$ cat src/rtl/ipbf_pkg.sv
// ----------------------------------------------------------------------------
// ipbf_pkg
// shared types, codes and sizes for the ip/port blocklist filter
// ----------------------------------------------------------------------------
package ipbf_pkg;

  localparam int ADDR_ENTRIES = 64;
  localparam int PORT_ENTRIES = 64;
  localparam int ADDR_AGE_W   = (ADDR_ENTRIES > 1) ? $clog2(ADDR_ENTRIES) : 1;
  localparam int PORT_AGE_W   = (PORT_ENTRIES > 1) ? $clog2(PORT_ENTRIES) : 1;

  localparam int QUEUE_DEPTH  = 4;
  localparam int QUEUE_PTR_W  = $clog2(QUEUE_DEPTH);

  localparam int POS_W        = 7;
  localparam logic [POS_W-1:0] POS_MAX = 7'd127;

  localparam logic [15:0] ETYPE_V4  = 16'h0800;
  localparam logic [15:0] ETYPE_V6  = 16'h86DD;
  localparam logic [3:0]  IHL_MASK  = 4'hf;
  localparam logic [7:0]  PROTO_TCP = 8'd6;
  localparam logic [7:0]  PROTO_UDP = 8'd17;

  localparam logic [2:0] FUNC_FRAME    = 3'd0;
  localparam logic [2:0] FUNC_ADDR_SET = 3'd1;
  localparam logic [2:0] FUNC_ADDR_DEL = 3'd2;
  localparam logic [2:0] FUNC_PORT_SET = 3'd3;
  localparam logic [2:0] FUNC_PORT_DEL = 3'd4;

  localparam logic [2:0] CAUSE_PASS   = 3'd0;
  localparam logic [2:0] CAUSE_ADDR   = 3'd1;
  localparam logic [2:0] CAUSE_PORT   = 3'd2;
  localparam logic [2:0] CAUSE_NOT_IP = 3'd3;
  localparam logic [2:0] CAUSE_TRUNC  = 3'd4;

  typedef struct packed {
    logic [2:0]  func;
    logic [7:0]  frame_byte;
    logic        frame_end;
    logic [63:0] addr_key_upper;
    logic [63:0] addr_key_lower;
    logic [15:0] port_key;
    logic [7:0]  entry_value;
  } in_item_t;

  typedef struct packed {
    logic        verdict;
    logic [2:0]  cause;
    logic [63:0] dropped_total;
    logic [63:0] passed_total;
  } out_item_t;

  typedef enum logic [2:0] {
    JOB_JUDGE,
    JOB_ADDR_SET,
    JOB_ADDR_DEL,
    JOB_PORT_SET,
    JOB_PORT_DEL
  } job_kind_t;

  typedef struct packed {
    job_kind_t   kind;
    logic        fixed;
    logic [2:0]  fixed_cause;
    logic        l4_short;
    logic [63:0] key_upper;
    logic [63:0] key_lower;
    logic [15:0] port;
    logic [7:0]  value;
  } job_t;

endpackage

$ cat src/rtl/ipbf_front.sv
// ----------------------------------------------------------------------------
// ipbf_front
// parses frame bytes into header fields and issues one job per frame end
// or table command
// ----------------------------------------------------------------------------
module ipbf_front (
  input  logic              clk,
  input  logic              rst_n,
  input  logic              in_take,
  input  ipbf_pkg::in_item_t in_data,
  output logic              push,
  output ipbf_pkg::job_t    job
);

  logic [ipbf_pkg::POS_W-1:0] pos_r, pos_nxt, len;
  logic [15:0] etype_r, etype_cur;
  logic [3:0]  ihl_r, ihl_cur;
  logic [7:0]  proto4_r, proto4_cur, proto6_r, proto6_cur, proto;
  logic [31:0] v4addr_r, v4addr_cur;
  logic [63:0] v6up_r, v6up_cur, v6lo_r, v6lo_cur;
  logic [15:0] dport_r, dport_cur;
  logic [7:0]  b, tpos, need;
  logic        byte_in, is_v4, is_v6, is_tcp, is_udp;

  assign b       = in_data.frame_byte;
  assign byte_in = in_take && (in_data.func == ipbf_pkg::FUNC_FRAME);

  always_comb begin
    etype_cur  = etype_r;
    ihl_cur    = ihl_r;
    proto4_cur = proto4_r;
    proto6_cur = proto6_r;
    v4addr_cur = v4addr_r;
    v6up_cur   = v6up_r;
    v6lo_cur   = v6lo_r;
    if (byte_in) begin
      if (pos_r == 7'd12) etype_cur[15:8] = b;
      if (pos_r == 7'd13) etype_cur[7:0] = b;
      if (pos_r == 7'd14) ihl_cur = b[3:0] & ipbf_pkg::IHL_MASK;
      if (pos_r == 7'd23) proto4_cur = b;
      if (pos_r == 7'd20) proto6_cur = b;
      for (int k = 0; k < 4; k++) begin
        if (pos_r == 7'(30 + k)) v4addr_cur[31-8*k -: 8] = b;
      end
      for (int k = 0; k < 8; k++) begin
        if (pos_r == 7'(38 + k)) v6up_cur[63-8*k -: 8] = b;
        if (pos_r == 7'(46 + k)) v6lo_cur[63-8*k -: 8] = b;
      end
    end
  end

  assign is_v4 = (etype_cur == ipbf_pkg::ETYPE_V4);
  assign is_v6 = (etype_cur == ipbf_pkg::ETYPE_V6);
  assign tpos  = is_v6 ? 8'd54 : 8'd14 + {2'b00, ihl_cur, 2'b00};

  always_comb begin
    dport_cur = dport_r;
    if (byte_in) begin
      if ({1'b0, pos_r} == tpos + 8'd2) dport_cur[15:8] = b;
      if ({1'b0, pos_r} == tpos + 8'd3) dport_cur[7:0] = b;
    end
  end

  assign proto  = is_v6 ? proto6_cur : proto4_cur;
  assign is_tcp = (proto == ipbf_pkg::PROTO_TCP);
  assign is_udp = (proto == ipbf_pkg::PROTO_UDP);
  assign need   = tpos + (is_tcp ? 8'd20 : 8'd8);
  assign len    = (pos_r == ipbf_pkg::POS_MAX) ? pos_r : pos_r + 7'd1;

  always_comb begin
    pos_nxt = pos_r;
    if (byte_in) pos_nxt = in_data.frame_end ? '0 : len;
  end

  always_comb begin
    job             = '0;
    job.kind        = ipbf_pkg::JOB_JUDGE;
    job.fixed_cause = ipbf_pkg::CAUSE_PASS;
    job.value       = in_data.entry_value;
    push            = 1'b0;
    case (in_data.func)
      ipbf_pkg::FUNC_FRAME: begin
        push          = in_take && in_data.frame_end;
        job.key_upper = is_v6 ? v6up_cur : {v4addr_cur, 32'd0};
        job.key_lower = is_v6 ? v6lo_cur : 64'd0;
        job.l4_short  = (is_tcp || is_udp) && ({1'b0, len} < need);
        job.port      = (is_tcp || is_udp) ? dport_cur : 16'd0;
        if (len < 7'd14) begin
          job.fixed = 1'b1; job.fixed_cause = ipbf_pkg::CAUSE_TRUNC;
        end else if (!is_v4 && !is_v6) begin
          job.fixed = 1'b1; job.fixed_cause = ipbf_pkg::CAUSE_NOT_IP;
        end else if ((is_v4 && len < 7'd34) || (is_v6 && len < 7'd54)) begin
          job.fixed = 1'b1; job.fixed_cause = ipbf_pkg::CAUSE_TRUNC;
        end
      end
      ipbf_pkg::FUNC_ADDR_SET, ipbf_pkg::FUNC_ADDR_DEL,
      ipbf_pkg::FUNC_PORT_SET, ipbf_pkg::FUNC_PORT_DEL: begin
        push          = in_take;
        job.key_upper = in_data.addr_key_upper;
        job.key_lower = in_data.addr_key_lower;
        job.port      = in_data.port_key;
        case (in_data.func)
          ipbf_pkg::FUNC_ADDR_SET: job.kind = ipbf_pkg::JOB_ADDR_SET;
          ipbf_pkg::FUNC_ADDR_DEL: job.kind = ipbf_pkg::JOB_ADDR_DEL;
          ipbf_pkg::FUNC_PORT_SET: job.kind = ipbf_pkg::JOB_PORT_SET;
          default:                 job.kind = ipbf_pkg::JOB_PORT_DEL;
        endcase
      end
      default: push = 1'b0;
    endcase
  end

  always_ff @(posedge clk) begin
    if (!rst_n) begin
      pos_r <= '0;
    end else begin
      pos_r <= pos_nxt;
    end
  end

  always_ff @(posedge clk) begin
    if (!rst_n) begin
      etype_r  <= '0;
      ihl_r    <= '0;
      proto4_r <= '0;
      proto6_r <= '0;
      v4addr_r <= '0;
      v6up_r   <= '0;
      v6lo_r   <= '0;
      dport_r  <= '0;
    end else if (byte_in) begin
      etype_r  <= etype_cur;
      ihl_r    <= ihl_cur;
      proto4_r <= proto4_cur;
      proto6_r <= proto6_cur;
      v4addr_r <= v4addr_cur;
      v6up_r   <= v6up_cur;
      v6lo_r   <= v6lo_cur;
      dport_r  <= dport_cur;
    end
  end

endmodule

$ cat config.mk
export PLATFORM = sky130hd
export DESIGN_NAME = ipbf_front
export DESIGN_NICKNAME = d
export VERILOG_FILES = /design/src/rtl/ipbf_pkg.sv /design/src/rtl/ipbf_front.sv
export SDC_FILE = /design/constraint.sdc
export NUM_CORES = 1
export LEC_CHECK = 0
export BUFFER_PORTS_ARGS = -buffer_cell sky130_fd_sc_hd__buf_2
export CAP_MARGIN = 10
export CORE_MARGIN = 2
export CORE_UTILIZATION = 53
export DETAILED_ROUTE_END_ITERATION = 10
export PLACE_DENSITY = 0.93
export SLEW_MARGIN = 40
export SYNTH_ARGS = -nofsm -noshare
export SYNTH_HDL_FRONTEND = slang
export SYNTH_SLANG_ARGS = --single-unit
$ cat constraint.sdc
create_clock -name clk -period 10.8 [get_ports clk]
set_clock_uncertainty 0.15 [all_clocks]
set_input_delay 2.7 -clock clk [delete_from_list [all_inputs] [get_ports clk]]
set_output_delay 2.7 -clock clk [all_outputs]
set_load 0.01 [all_outputs]
Word-level counts from Yosys, hierarchy flattened

Cells that the tools add are included.

Add/subtract/negate cells: 5
Order comparisons: 4
Equality and inequality tests: 36
Multiplexer cells: 51
Reduce and logical (&&, ||, !) cells: 12

Operators by type and width:

| operator                                            | count |
|---|---|
| one-hot mux 144 bit (2 select lines)                | 1 |
| 2-to-1 mux 64 bit                                   | 4 |
| 2-to-1 mux 8 bit                                    | 29 |
| == test 7 x 6 -> 1 bit (second input constant)      | 18 |
| 2-to-1 mux 16 bit                                   | 3 |
| 2-to-1 mux 32 bit                                   | 1 |
| == test 7 x 5 -> 1 bit (second input constant)      | 4 |
| == test 7 x 4 -> 1 bit (second input constant)      | 3 |
| 2-to-1 mux 7 bit                                    | 3 |
| 2-to-1 mux 4 bit                                    | 5 |
| adder 7 x 2 -> 8 bit (second input constant)        | 2 |
| == test 16 x 12 -> 1 bit (second input constant)    | 1 |
| == test 16 bit (second input constant)              | 1 |
| == test 7 x 8 -> 1 bit                              | 2 |
| < comparator 7 x 6 -> 1 bit (second input constant) | 2 |
| 2-to-1 mux 5 bit                                    | 2 |
| one-hot mux 3 bit (3 select lines)                  | 1 |
| adder 7 x 5 -> 8 bit                                | 1 |
| == test 8 x 3 -> 1 bit (second input constant)      | 1 |
| == test 8 x 5 -> 1 bit (second input constant)      | 1 |
| < comparator 7 x 8 -> 1 bit                         | 1 |
| adder 4 x 6 -> 7 bit (first input constant)         | 1 |
| adder 7 x 1 -> 7 bit (second input constant)        | 1 |
| == test 7 bit (second input constant)               | 1 |
| 11 further kinds                                    | 19 |

Register bits: 219

Logic depth before layout (Yosys ltp)

Depth after elaboration: 11
Mapped depth: 23
Gate-level depth less buffers: 22

Worst setup path after synthesis

No wires, ideal clock.

Path type: input-to-output
Start: input port in_data[162] in the netlist's numbering
End: output port job[10] in the netlist's numbering
Arrival: 7.256 ns
Slack: 0.694 ns
Cell stages on the path: 20
Cells stage by stage: nor4b_2 -> buf_4 -> and4_4 -> mux2i_1 -> or2_1 -> buf_2 -> nor2_2 -> clkbuf_1 -> clkbuf_1 -> nor2_1 -> ha_1 -> xor2_1 -> nor2_1 -> inv_1 -> or4_1 -> nor3_2 -> nor3_2 -> a2111oi_4 -> mux2i_1 -> o21ai_1

RTL lines:

| item            | RTL line         | RTL |
|---|---|---|
| start, declared | ipbf_front.sv:10 | `input ipbf_pkg::in_item_t in_data,` |
| end, declared   | ipbf_front.sv:12 | `output ipbf_pkg::job_t job` |

==> results.cfg <==
[outcome]
status = finished clean

[detailed_routing]
dr_wl_met2_um = 17600
viasPerCell = 5.87
met3_wirelength_um = 3100
drt.antenna.violating_nets = 0
first_pass_iters = 6
post_drt_wl_per_cell_um = 18.4
drt-met1-wl_um = 15600
top_layer_used = met4
num_vias = 12000
drc = 0
routed_wl_um = 37600
drtIter0Drc = 1334

[placed_design]
hpwl_um = 25300
port_buffers = 311
gp_congestion = 0.966
placed_area_sq_mm = 0.0136

[layout]
multi_input_area_sq_mm = 0.00703
fillers = 1820
fin_area_sq_mm = 0.0145
num-nets-final = 1925
drive_above_1_share_pct = 22.6
syn2layout_area_growth_pct = 20.4
antenna_cells = 0
final-seq-area_sq_mm = 0.00438

[worst_setup_path]
crit_path_top_delay_cell = fa_1
reg2regPathDepth = 18
worstPathMaxFanout = 12
cp-start-kind = input pin
rr_endpoint = dport_r[10]
path_buf_inv = 4
cp-startpoint = in_data[162]
r2r_slack_ns = 5.36
crit_required_ns = 7.95
worst_path_largest_cell_delay_ns = 0.49
r2r_start = pos_r[0]
crit_type = in2out
cpMostUsedCell = a21o_1
arrival_ns = 7.49
path_cells = buf_2 -> nor4b_2 -> and4_4 -> mux2i_1 -> nand3_2 -> nor2_2 -> a211oi_1 -> a221o_1 -> or2_2 -> inv_1 -> ha_1 -> inv_1 -> fa_1 -> ha_1 -> a21o_1 -> a21o_1 -> a21o_1 -> a21o_1 -> a21oi_1 -> buf_2
critical-path-top-delay-family = simple AND/OR/NAND/NOR gates
endpoint_kind = output pin

[sta]
period_minus_slack_ns = 10.34
final_max_slew_viol_count = 0
hold_slack_ns = 0.312
slew_headroom_pct = 42.6
grt_setup_unrepaired = false
hold_viol_final = 0
timing.setup.tns_ns = 0
setup_viol = 0
max_freq_ghz = 0.0967
tightest_slew_ns = 0.862
fin_crit_sh_pct = 95.7

[synth]
synth_top_area_cell = dfxtp_1
synthCells = 1524
synthesis.nets = 1706
muxShareOfSynthArea_pct = 11.2
ys_warn_count = 0
synth-simple-area-share_pct = 27.2
synth.top_cells.by_count = nand2_1, dfxtp_1, nor2b_1
synth_edf_count = 0
yosysMostFrequentCell = nand2_1
synthArstFlopShare_pct = 0
synth_compound_area_share_pct = 17.7
synth_xor_area_share_pct = 0.656
syn_avg_cell_area_sq_um = 7.89
synthesis.area_sq_mm = 0.0120
synth_top_family_by_area = simple AND/OR/NAND/NOR gates
synth-adder-area-share_pct = 1.62
ys_ff_latch = 219
synth.area.top_cells = dfxtp_1, nand2_1, mux2i_1, nor2b_1, a21boi_0
yosysUniqueCellTypes = 72
synth_top_area_share_pct = 36.5
synth_flop_cell = dfxtp_1
yosysSeqAreaShare_pct = 36.5

[grt]
track_usage_pct = 30.2
grt_antenna_before_repair = 0
grt_pass1_vias = 11400
grt_max_degree = 134
grt.overflow.total = 0
grt_first_pass_wirelength_um = 59000

[pwr]
power_density_mw_per_mm2 = 133
p_leak_nw = 6.48
power_mw = 1.93
irDropWorstVdd_v = 0.000100

[clock_network]
post_cts_resize_count = 0
clock_latency_ns = 0.53
post_cts_buffers = 0
cts_tree = built
numCtsBuffers = 24
clock_path_buffers = 3
clock-sinks = 219
postCtsHoldBufs = 0
cts.clk_slew.worst_paths_ns = 0.06
cts_htree_levels = 1
ctsRootBufferMaster = clkbuf_16

[die]
core_sq_mm = 0.0224
initial_utilization_pct = 53.6
pin_count = 328
die_h_um = 155
design.die.area_sq_mm = 0.0239
dieWidth_um = 155
num_rows = 55

[worst_hold_path]
hold_end = v6up_r[48]
hold_start = v6up_r[48]
min_path_cells = 2
hold_path.class = reg2reg

[job]
max_cap_violations = 0
worst min-delay path: stages, from the launching register on:
cell	delay [ns]
dfxtp_1	0.30
nand2_1	0.05
a21boi_0	0.06
layout by cell type, fill, tap and decap left out, drive strengths merged, types with 6 or more instances in the layout:
cell / n
a21o: 6
nor4: 10
or3: 18
clkbuf: 29
ha: 14
inv: 11
nor2b: 131
o41ai: 17
and3: 12
and2: 10
a21oi: 15
nand3: 18
o21ai: 139
dfxtp: 219
buf: 334
a21boi: 88
clkinv: 6
nor3: 41
bufinv: 7
xnor2: 6
a22oi: 11
nor2: 58
nand4: 7
mux2i: 129
o311ai: 16
nand2: 346
layout make-up:
type	count	area share (%)
timing repair buffer	334	12.1
clock inverter	14	1.81
inverter	12	0.311
clock buffer	29	4.42
multi-input combinational	1152	48.6
tap	285	2.46
sequential	219	30.3
cells by family after synthesis:
kind of cell / Yosys count
flops: 219
mux: 133
compound gates: 318
simple gates: 677
xor+xnor: 9
fa+ha+maj: 15
buf+inv: 153
per-layer routing:
layer,track usage (%),vias up
met1,40.2,5561
met4,12.0,0
met2,49.5,673
met3,4.37,108
li1,-,5658
met5,0,-
power breakdown:
group	internal, mW	switching [mW]	total, mW
sequential	0.808	0.000154	0.808
clock	0.590	0.339	0.928
combinational	0.0782	0.116	0.195
total	1.48	0.455	1.93
worst max-delay path by stage:
stage | cells after the start | to
final | 20 | job[152]
after global routing | 20 | job[18]
after CTS | 20 | job[152]
after detailed placement | 20 | job[152]
after global placement | 21 | job[152]
after floorplan | 20 | job[10]
flip-flops by register name, summed over array words and instances, names as in the netlist:
register and count:
v6lo_r 64, v4addr_r 32, v6up_r 64, ihl_r 4
dport_r 16, pos_r 7, proto6_r 8, etype_r 16
proto4_r 8
through the flow:
step	setup slack, ns	cells	util (%)
after floorplan	0.694	1524	-
after global routing	0.0660	2045	64.5
after CTS	0.530	2045	64.5
after detailed placement	0.541	2002	60.5
final	0.464	2045	64.5
after global placement	0.676	2002	60.4
Note: power is estimated with default switching activity, not from simulation.
